## config.mk

```make
export PLATFORM = sky130hd
export DESIGN_NAME = touch_tap_gesture_classifier
export DESIGN_NICKNAME = d
export VERILOG_FILES = /design/src/rtl/ttg_pkg.sv /design/src/rtl/ttg_cfg_regs.sv /design/src/rtl/ttg_core.sv /design/src/rtl/touch_tap_gesture_classifier.sv
export SDC_FILE = /design/constraint.sdc
export NUM_CORES = 1
export LEC_CHECK = 0
export BUFFER_PORTS_ARGS = -buffer_cell sky130_fd_sc_hd__clkbuf_2
export CORE_ASPECT_RATIO = 1.4
export CORE_MARGIN = 10
export CORE_UTILIZATION = 51
export CTS_CLUSTER_DIAMETER = 50
export DETAILED_ROUTE_END_ITERATION = 10
export PLACE_DENSITY = 0.73
export SETUP_SLACK_MARGIN = 0.5
export SYNTH_ARGS = -nofsm -noshare
export SYNTH_HDL_FRONTEND = slang
export SYNTH_HIERARCHICAL = 1
export SYNTH_SLANG_ARGS = --single-unit
```

## constraint.sdc

```tcl
create_clock -name i_clk -period 12.1 [get_ports i_clk]
set_clock_uncertainty 0.2 [all_clocks]
set_input_delay 2.42 -clock i_clk [delete_from_list [all_inputs] [get_ports i_clk]]
set_output_delay 2.42 -clock i_clk [all_outputs]
set_load 0.02 [all_outputs]
```

## src/rtl/ttg_pkg.sv

```systemverilog
// ----------------------------------------------------------------------------
// ttg_pkg
// Shared types and constants of the touch tap gesture classifier.
// ----------------------------------------------------------------------------
`default_nettype none

package ttg_pkg;

    localparam int DEF_INTENSITY_STEPS = 10;
    localparam int DEF_MAX_INTENSITY   = 100;
    localparam int DEF_COORD_BITS      = 12;

    localparam int KIND_W      = 3;
    localparam int GESTURE_W   = 2;
    localparam int INTENSITY_W = 7;
    localparam int THR_W       = 8;
    localparam int MS_W        = 14;
    localparam int CNT_W       = 16;
    localparam int CFG_ADDR_W  = 3;
    localparam int CFG_DATA_W  = 14;

    typedef enum logic [KIND_W-1:0] {
        KIND_PRESS   = 3'd0,
        KIND_DRAG    = 3'd1,
        KIND_RELEASE = 3'd2,
        KIND_CANCEL  = 3'd3,
        KIND_TICK    = 3'd4
    } t_kind;

    typedef enum logic [GESTURE_W-1:0] {
        GEST_NONE       = 2'd0,
        GEST_TAP        = 2'd1,
        GEST_DOUBLE_TAP = 2'd2,
        GEST_LONG_TAP   = 2'd3
    } t_gesture;

    typedef enum logic [CFG_ADDR_W-1:0] {
        CFG_TAP_THR      = 3'd0,
        CFG_DRAG_THR     = 3'd1,
        CFG_DTAP_MAX     = 3'd2,
        CFG_LTAP_THR     = 3'd3,
        CFG_LTAP_DELAY   = 3'd4
    } t_cfg_addr;

    typedef struct packed {
        logic [THR_W-1:0] tap_threshold;
        logic [THR_W-1:0] drag_threshold;
        logic [MS_W-1:0]  double_tap_max_ms;
        logic [MS_W-1:0]  long_tap_threshold_ms;
        logic [MS_W-1:0]  long_tap_initial_delay_ms;
    } t_cfg;

endpackage

`default_nettype wire

```

## src/rtl/ttg_cfg_regs.sv

```systemverilog
// ----------------------------------------------------------------------------
// ttg_cfg_regs
// Configuration register file, written through a plain write port.
// ----------------------------------------------------------------------------
`default_nettype none

module ttg_cfg_regs (
    input  wire logic                          i_clk,
    input  wire logic                          i_rst_n,
    input  wire logic                          i_cfg_we,
    input  wire logic [ttg_pkg::CFG_ADDR_W-1:0] i_cfg_addr,
    input  wire logic [ttg_pkg::CFG_DATA_W-1:0] i_cfg_wdata,
    output ttg_pkg::t_cfg                      o_cfg
);
    import ttg_pkg::*;

    t_cfg r_cfg;

    always_ff @(posedge i_clk) begin
        if (!i_rst_n) begin
            r_cfg.tap_threshold             <= THR_W'(4);
            r_cfg.drag_threshold            <= THR_W'(20);
            r_cfg.double_tap_max_ms         <= MS_W'(400);
            r_cfg.long_tap_threshold_ms     <= MS_W'(800);
            r_cfg.long_tap_initial_delay_ms <= MS_W'(200);
        end else if (i_cfg_we) begin
            case (t_cfg_addr'(i_cfg_addr))
                CFG_TAP_THR:    r_cfg.tap_threshold             <= i_cfg_wdata[THR_W-1:0];
                CFG_DRAG_THR:   r_cfg.drag_threshold            <= i_cfg_wdata[THR_W-1:0];
                CFG_DTAP_MAX:   r_cfg.double_tap_max_ms         <= i_cfg_wdata[MS_W-1:0];
                CFG_LTAP_THR:   r_cfg.long_tap_threshold_ms     <= i_cfg_wdata[MS_W-1:0];
                CFG_LTAP_DELAY: r_cfg.long_tap_initial_delay_ms <= i_cfg_wdata[MS_W-1:0];
                default: ;
            endcase
        end
    end

    assign o_cfg = r_cfg;

endmodule

`default_nettype wire

```

## src/rtl/ttg_core.sv

```systemverilog
// ----------------------------------------------------------------------------
// ttg_core
// Gesture state and single-pass next-state / result logic for one event.
// ----------------------------------------------------------------------------
`default_nettype none

module ttg_core #(
    parameter int INTENSITY_STEPS = ttg_pkg::DEF_INTENSITY_STEPS,
    parameter int MAX_INTENSITY   = ttg_pkg::DEF_MAX_INTENSITY,
    parameter int COORD_BITS      = ttg_pkg::DEF_COORD_BITS
) (
    input  wire logic                            i_clk,
    input  wire logic                            i_rst_n,
    input  wire ttg_pkg::t_cfg                   i_cfg,
    input  wire logic                            i_adv,
    input  wire logic [ttg_pkg::KIND_W-1:0]      i_kind,
    input  wire logic [COORD_BITS-1:0]           i_pos_x,
    input  wire logic [COORD_BITS-1:0]           i_pos_y,
    output logic [ttg_pkg::GESTURE_W-1:0]        o_gesture,
    output logic [COORD_BITS-1:0]                o_gesture_x,
    output logic [COORD_BITS-1:0]                o_gesture_y,
    output logic [ttg_pkg::INTENSITY_W-1:0]      o_intensity
);
    import ttg_pkg::*;

    localparam int STEP     = MAX_INTENSITY / INTENSITY_STEPS;
    localparam int SUM_W    = INTENSITY_W + 1;
    localparam int PROD_W   = CNT_W + 8;
    localparam logic [SUM_W-1:0] STEP_S  = SUM_W'(STEP);
    localparam logic [SUM_W-1:0] STEP2_S = SUM_W'(2 * STEP);
    localparam logic [SUM_W-1:0] MAX_S   = SUM_W'(MAX_INTENSITY);

    logic                   r_active, n_active;
    logic [COORD_BITS-1:0]  r_press_x, n_press_x;
    logic [COORD_BITS-1:0]  r_press_y, n_press_y;
    logic                   r_pending, n_pending;
    logic [COORD_BITS-1:0]  r_first_x, n_first_x;
    logic [COORD_BITS-1:0]  r_first_y, n_first_y;
    logic [CNT_W-1:0]       r_since, n_since;
    logic [CNT_W-1:0]       r_hold, n_hold;
    logic [INTENSITY_W-1:0] r_level, n_level;

    logic [COORD_BITS-1:0]  w_dpx, w_dpy, w_dfx, w_dfy;
    logic [COORD_BITS-1:0]  w_tap_thr, w_drag_thr;
    logic [CNT_W-1:0]       w_hold_inc;
    logic [MS_W-1:0]        w_span;
    logic [PROD_W-1:0]      w_prod;
    logic [SUM_W-1:0]       w_sum;
    logic                   w_fired;

    function automatic logic [COORD_BITS-1:0] absdiff(
        input logic [COORD_BITS-1:0] a,
        input logic [COORD_BITS-1:0] b
    );
        return (a > b) ? (a - b) : (b - a);
    endfunction

    assign w_dpx      = absdiff(i_pos_x, r_press_x);
    assign w_dpy      = absdiff(i_pos_y, r_press_y);
    assign w_dfx      = absdiff(i_pos_x, r_first_x);
    assign w_dfy      = absdiff(i_pos_y, r_first_y);
    assign w_tap_thr  = COORD_BITS'(i_cfg.tap_threshold);
    assign w_drag_thr = COORD_BITS'(i_cfg.drag_threshold);
    assign w_hold_inc = r_hold + CNT_W'(1);
    assign w_span     = (i_cfg.long_tap_threshold_ms > i_cfg.long_tap_initial_delay_ms) ?
                        (i_cfg.long_tap_threshold_ms - i_cfg.long_tap_initial_delay_ms) :
                        MS_W'(0);
    // hold_inc >= max(1, span / steps)  <=>  span < (hold_inc + 1) * steps
    assign w_prod     = (PROD_W'(w_hold_inc) + PROD_W'(1)) * PROD_W'(INTENSITY_STEPS);
    assign w_sum      = SUM_W'(r_level) + STEP_S;

    always_comb begin
        n_active    = r_active;
        n_press_x   = r_press_x;
        n_press_y   = r_press_y;
        n_pending   = r_pending;
        n_first_x   = r_first_x;
        n_first_y   = r_first_y;
        n_since     = r_since;
        n_hold      = r_hold;
        n_level     = r_level;
        w_fired     = 1'b0;
        o_gesture   = GEST_NONE;
        o_gesture_x = '0;
        o_gesture_y = '0;

        case (t_kind'(i_kind))
            KIND_PRESS: begin
                n_active  = 1'b1;
                n_press_x = i_pos_x;
                n_press_y = i_pos_y;
                n_hold    = '0;
                n_level   = '0;
                if (r_pending && (w_dfx > w_drag_thr || w_dfy > w_drag_thr ||
                                  r_since > CNT_W'(i_cfg.double_tap_max_ms))) begin
                    n_pending = 1'b0;
                end
            end
            KIND_DRAG: begin
                if (r_active && (w_dpx > w_tap_thr || w_dpy > w_tap_thr)) begin
                    n_active  = 1'b0;
                    n_hold    = '0;
                    n_level   = '0;
                    n_pending = 1'b0;
                end
            end
            KIND_RELEASE: begin
                if (r_active) begin
                    n_active = 1'b0;
                    n_hold   = '0;
                    n_level  = '0;
                    if (r_pending) begin
                        n_pending   = 1'b0;
                        o_gesture   = GEST_DOUBLE_TAP;
                        o_gesture_x = r_first_x;
                        o_gesture_y = r_first_y;
                    end else begin
                        n_pending   = 1'b1;
                        n_first_x   = r_press_x;
                        n_first_y   = r_press_y;
                        n_since     = '0;
                        o_gesture   = GEST_TAP;
                        o_gesture_x = r_press_x;
                        o_gesture_y = r_press_y;
                    end
                end
            end
            KIND_CANCEL: begin
                n_active  = 1'b0;
                n_hold    = '0;
                n_level   = '0;
                n_pending = 1'b0;
            end
            KIND_TICK: begin
                if (r_since != {CNT_W{1'b1}}) begin
                    n_since = r_since + CNT_W'(1);
                end
                if (r_active) begin
                    n_hold = w_hold_inc;
                    if (r_level == '0) begin
                        if (w_hold_inc >= CNT_W'(i_cfg.long_tap_initial_delay_ms)) begin
                            n_hold = '0;
                            if (STEP_S >= MAX_S || STEP2_S >= MAX_S) begin
                                w_fired = 1'b1;
                            end else begin
                                n_level = STEP2_S[INTENSITY_W-1:0];
                            end
                        end
                    end else if (PROD_W'(w_span) < w_prod) begin
                        n_hold = '0;
                        if (w_sum >= MAX_S) begin
                            w_fired = 1'b1;
                        end else begin
                            n_level = w_sum[INTENSITY_W-1:0];
                        end
                    end
                    if (w_fired) begin
                        o_gesture   = GEST_LONG_TAP;
                        o_gesture_x = r_press_x;
                        o_gesture_y = r_press_y;
                    end
                end
            end
            default: ;
        endcase

        if (w_fired) begin
            n_active  = 1'b0;
            n_hold    = '0;
            n_level   = '0;
            n_pending = 1'b0;
        end
        o_intensity = w_fired ? INTENSITY_W'(MAX_INTENSITY) : n_level;
    end

    always_ff @(posedge i_clk) begin
        if (!i_rst_n) begin
            r_active  <= 1'b0;
            r_press_x <= '0;
            r_press_y <= '0;
            r_pending <= 1'b0;
            r_first_x <= '0;
            r_first_y <= '0;
            r_since   <= '0;
            r_hold    <= '0;
            r_level   <= '0;
        end else if (i_adv) begin
            r_active  <= n_active;
            r_press_x <= n_press_x;
            r_press_y <= n_press_y;
            r_pending <= n_pending;
            r_first_x <= n_first_x;
            r_first_y <= n_first_y;
            r_since   <= n_since;
            r_hold    <= n_hold;
            r_level   <= n_level;
        end
    end

endmodule

`default_nettype wire

```

## src/rtl/touch_tap_gesture_classifier.sv

```systemverilog
// ----------------------------------------------------------------------------
// touch_tap_gesture_classifier
// Classifies single-pointer touch events into tap, double tap and long tap.
// ----------------------------------------------------------------------------
// Usage:
//   Events enter on the s_axis stream (tuser = event kind, tdata = x, y).
//   Every event produces exactly one result on the m_axis stream
//   (tuser = gesture code, tdata = x, y, long tap intensity).
//   Registers are written through i_cfg_we / i_cfg_addr / i_cfg_wdata while
//   no event is in flight.
//   An accepted event passes the input register, then the result register.
//   Throughput: one event per cycle while the receiver does not stall; the
//   only loop is the gesture state register, updated from one event.
//   Reset (synchronous, active low) clears the gesture state, empties both
//   registers and loads the default thresholds.
//   When the receiver stalls, the result register holds its transfer, the
//   input register holds one more event and then s_axis_tready drops.
// ----------------------------------------------------------------------------
`default_nettype none

module touch_tap_gesture_classifier #(
    parameter int INTENSITY_STEPS = ttg_pkg::DEF_INTENSITY_STEPS,
    parameter int MAX_INTENSITY   = ttg_pkg::DEF_MAX_INTENSITY,
    parameter int COORD_BITS      = ttg_pkg::DEF_COORD_BITS,
    localparam int IN_W  = ((2 * COORD_BITS + 7) / 8) * 8,
    localparam int OUT_W = ((2 * COORD_BITS + ttg_pkg::INTENSITY_W + 7) / 8) * 8
) (
    input  wire logic                             i_clk,
    input  wire logic                             i_rst_n,
    input  wire logic                             s_axis_tvalid,
    output logic                                  s_axis_tready,
    input  wire logic [IN_W-1:0]                  s_axis_tdata,  // pos_x, pos_y
    input  wire logic [ttg_pkg::KIND_W-1:0]       s_axis_tuser,  // kind
    output logic                                  m_axis_tvalid,
    input  wire logic                             m_axis_tready,
    output logic [OUT_W-1:0]                      m_axis_tdata,  // gesture_x, gesture_y, intensity
    output logic [ttg_pkg::GESTURE_W-1:0]         m_axis_tuser,  // gesture
    input  wire logic                             i_cfg_we,
    input  wire logic [ttg_pkg::CFG_ADDR_W-1:0]   i_cfg_addr,
    input  wire logic [ttg_pkg::CFG_DATA_W-1:0]   i_cfg_wdata
);
    import ttg_pkg::*;

    t_cfg w_cfg;

    logic                   r_in_valid;
    logic [KIND_W-1:0]      r_in_kind;
    logic [COORD_BITS-1:0]  r_in_x;
    logic [COORD_BITS-1:0]  r_in_y;

    logic                   r_out_valid;
    logic [GESTURE_W-1:0]   r_out_gesture;
    logic [COORD_BITS-1:0]  r_out_x;
    logic [COORD_BITS-1:0]  r_out_y;
    logic [INTENSITY_W-1:0] r_out_level;

    logic                   w_adv;
    logic [GESTURE_W-1:0]   w_gesture;
    logic [COORD_BITS-1:0]  w_gx;
    logic [COORD_BITS-1:0]  w_gy;
    logic [INTENSITY_W-1:0] w_level;

    assign w_adv         = r_in_valid && (!r_out_valid || m_axis_tready);
    assign s_axis_tready = !r_in_valid || w_adv;

    ttg_cfg_regs u_cfg (
        .i_clk       (i_clk),
        .i_rst_n     (i_rst_n),
        .i_cfg_we    (i_cfg_we),
        .i_cfg_addr  (i_cfg_addr),
        .i_cfg_wdata (i_cfg_wdata),
        .o_cfg       (w_cfg)
    );

    ttg_core #(
        .INTENSITY_STEPS (INTENSITY_STEPS),
        .MAX_INTENSITY   (MAX_INTENSITY),
        .COORD_BITS      (COORD_BITS)
    ) u_core (
        .i_clk       (i_clk),
        .i_rst_n     (i_rst_n),
        .i_cfg       (w_cfg),
        .i_adv       (w_adv),
        .i_kind      (r_in_kind),
        .i_pos_x     (r_in_x),
        .i_pos_y     (r_in_y),
        .o_gesture   (w_gesture),
        .o_gesture_x (w_gx),
        .o_gesture_y (w_gy),
        .o_intensity (w_level)
    );

    always_ff @(posedge i_clk) begin
        if (!i_rst_n) begin
            r_in_valid <= 1'b0;
        end else if (s_axis_tready) begin
            r_in_valid <= s_axis_tvalid;
        end
    end

    always_ff @(posedge i_clk) begin
        if (s_axis_tready && s_axis_tvalid) begin
            r_in_kind <= s_axis_tuser;
            r_in_x    <= s_axis_tdata[COORD_BITS-1:0];
            r_in_y    <= s_axis_tdata[2*COORD_BITS-1:COORD_BITS];
        end
    end

    always_ff @(posedge i_clk) begin
        if (!i_rst_n) begin
            r_out_valid <= 1'b0;
        end else if (w_adv) begin
            r_out_valid <= 1'b1;
        end else if (m_axis_tready) begin
            r_out_valid <= 1'b0;
        end
    end

    always_ff @(posedge i_clk) begin
        if (w_adv) begin
            r_out_gesture <= w_gesture;
            r_out_x       <= w_gx;
            r_out_y       <= w_gy;
            r_out_level   <= w_level;
        end
    end

    assign m_axis_tvalid = r_out_valid;
    assign m_axis_tuser  = r_out_gesture;
    assign m_axis_tdata  = OUT_W'({r_out_level, r_out_y, r_out_x});

endmodule

`default_nettype wire

```

==> impl_metrics.toml <==
[worst_setup_path]
crit_path_end_kind = "flip-flop"
endpoint = "r_out_y[9]$_DFFE_PP_"
arrival_ns = 7.51
critPathLaunch = "u_core/r_hold[0]$_SDFFE_PN0P_"
critical_path_class = "flip-flop to flip-flop"
required_ns = 12.19
start_kind = "flip-flop"
r2r_end = "r_out_y[9]$_DFFE_PP_"
path_max_fanout = 25
r2r_slack_ns = 4.68
r2r_start = "u_core/r_hold[0]$_SDFFE_PN0P_"
reg2reg_depth = 26

[floorplan]
dieArea_um2 = 40400
fp.dieH_um = 234
core_um2 = 32300
start_util_pct = 51.6
row_count = 78
fp.dieW_um = 173
io_pins = 85

[synth]
synth_fa_ha_area_share_pct = 17.0
seq_area_frac_synth_pct = 28.7
synth.area.mux_share_pct = 5.80
synth-xor-area-share_pct = 5.19
yosysMostFrequentCell = "nand2_1"
yosys-top-cells-area = "dfxtp_1 18%, ha_1 16%, edfxtp_1 11%"
ys_ff_latch = 209
yosysTopAreaCellShare_pct = 17.9
synth_fp_nets = 2234
synth_cells = 1964
synth.largest_area_cell = "dfxtp_1"
synth_edf_count = 60
yosys_warnings = 6
synth-simple-area-share_pct = 18.0
synthFlopType = "dfxtp_1"
netlist_area_um2 = 16700
ys_types = 105
synth_common_cells = "260 x nand2_1, 211 x ha_1, 171 x a21oi_1, 166 x inv_1, 149 x dfxtp_1"
ys_async_sr_fraction_pct = 0
syn-mean-instance-area_um2 = 8.49
synth_compound_area_share_pct = 19.0
synth_top_family_by_area = "compound AO/OA/AOI/OAI gates"

[cts]
path_clk_slew_ns = 0.06
clockBufferDepth = 3
cts_root_buf = "clkbuf_16"
cts_tree = "built"
cts_max_level = 1
cts_sinks = 209
ctsResizeCount = 0
cts_setup_buffers = 0
cts_buffers = 24
clk_latency_ns = 0.55
hold_buffers = 0

[power]
power.leakage_uw = 0.00779
powerDensity_nw_per_um2 = 101
ir_drop_uv = 107

[timing]
finalCritPeriodShare_pct = 61.3
rsz0062_at_grt = "false"
fmax_ghz = 0.135
slew_headroom_pct = 23.2
finalMaxSlewViolations = 0
setup_viol = 0
setup_slack_ns = 4.68
tns_ns = 0
worst_slew_pin_slew_ns = 1.15
hold_violations = 0
layout_min_cycle_time_ns = 7.42

[route]
drt-initial-drc-count = 911
wl_um = 45500
via_count = 14300
wl_met2_um = 24100
first_pass_iters = 6
wl_per_cell_um = 18.6
top_layer = "met5"
m1WireLength_um = 17300
drc = 0
ant_nets = 0
route.met3.wl_um = 1850
via_per_inst = 5.83

[layout]
final_util_pct = 56.3
nFillCells = 2997
syn2layout_area_growth_pct = 9.08
nNetsFinal = 2262
diodes = 0
final_area_um2 = 18200
drive_above_1_share_pct = 9.85
stdcell_count = 2450

[global_route]
grt.total_usage_pct = 21.7
grt_overflow = 0
grt_first_pass_wirelength_um = 72400
grt_pass1_vias = 14400
antenna_found_initial = 1
grt_max_degree = 77

[placed_design]
place_congestion = 0.943
dp_cells = 2406
placed_area_um2 = 17300
dp_hpwl_um = 34800
portBuffers = 83
detailedPlace.worstSlack_ns = 4.77

[min_path]
hold-path-cell-count = 2
min-delay-path-class = "flip-flop to flip-flop"
min-delay-start = "u_cfg/o_cfg[5]$_SDFFE_PN0P_"

[status]
status = "finished clean"

[run]
drv_cap = 0
==> worst min path at each step <==
stage                                    to  slack [ns]
6_report        u_cfg/o_cfg[5]$_SDFFE_PN0P_        0.26
3_3_place_gp   u_cfg/o_cfg[43]$_SDFFE_PN0P_        0.24
2_1_floorplan  u_cfg/o_cfg[29]$_SDFFE_PN0P_        0.23
5_1_grt        u_cfg/o_cfg[45]$_SDFFE_PN0P_        0.28
3_5_place_dp   u_cfg/o_cfg[49]$_SDFFE_PN0P_        0.25
4_1_cts         u_cfg/o_cfg[9]$_SDFFE_PN0P_        0.26
==> registers in the layout, summed over array words and instances, names as in the netlist, 2 cells and up <==
| register | count |
|---|---|
| m_axis_tuser | 2 |
| r_in_kind | 3 |
| r_in_x | 12 |
| r_in_y | 12 |
| r_out_level | 7 |
| r_out_x | 12 |
| r_out_y | 12 |
| u_cfg/o_cfg | 58 |
| u_core/r_first_x | 12 |
| u_core/r_first_y | 12 |
| u_core/r_hold | 16 |
| u_core/r_level | 7 |
| u_core/r_press_x | 12 |
| u_core/r_press_y | 12 |
| u_core/r_since | 16 |
==> worst max-delay path: stages (launching register included) <==
cell      delay [ns]
dfxtp_1         0.59
ha_1            0.36
and2b_1         0.20
nand2b_1        0.21
nand3_1         0.16
nor3b_1         0.35
nand3_1         0.21
xnor2_1         0.26
ha_1            0.27
ha_1            0.35
o211ai_1        0.11
o21ai_0         0.42
nor2_1          0.08
o41ai_1         0.44
xnor2_1         0.13
ha_1            0.31
nand3_1         0.10
or4_1           0.47
and3_1          0.19
o211ai_1        0.08
a21oi_1         0.12
nor4b_4         0.47
a21oi_1         0.13
buf_4           0.20
or2_1           0.24
buf_4           0.26
a22o_1          0.23
==> cells by family after synthesis <==
| group | Yosys count |
|---|---|
| DFF | 209 |
| buffers and inverters | 259 |
| and+or+nand+nor | 601 |
| adders and majority gates | 221 |
| muxes | 95 |
| other | 1 |
| AOI/OAI and AO/OA | 481 |
| xor gates and xnor gates | 97 |
==> routing by layer <==
layer	vias to the layer above	track usage, %
met1	6836	22.0
met2	329	42.2
met3	114	3.14
met4	2	11.5
met5	-	0
li1	7001	-
==> through the flow <==
step / hold slack, ns / total power, uW
global route: 0.279 / 1920
CTS: 0.262 / 1860
floorplan: 0.235 / 996
detailed placement: 0.249 / 1080
finish: 0.260 / 1840
global placement: 0.243 / 1070
==> layout make-up <==
class                           count  area [um2]  share of cell area (%)
Clock buffer                       34         719                    3.96
Clock inverter                     10         133                   0.729
Inverter                          167         627                    3.45
Multi-Input combinational cell   1496       10900                    59.8
Sequential cell                   209        4780                    26.3
Tap cell                          440         551                    3.03
Timing Repair Buffer               94         498                    2.74
==> cells in the final DEF (no fill, tap or decap), drive strengths merged, types with 26 or more instances in the layout <==
cell,n
nand2,260
ha,211
a21oi,173
inv,170
dfxtp,149
clkbuf,116
nor2,100
mux2i,85
o21ai,73
edfxtp,60
xnor2,59
nand3,39
xor2,38
nor2b,37
nor3,35
a21o,34
a22o,26
nand4,26
==> power breakdown <==
part           total [uW]  switching, uW  leakage, uW  internal [uW]
sequential            749           14.2      0.00180            735
clock                 769            307     0.000421            462
combinational         323            195      0.00557            128
total                1840            516      0.00779           1330
Power figures use the tool's default switching activity.
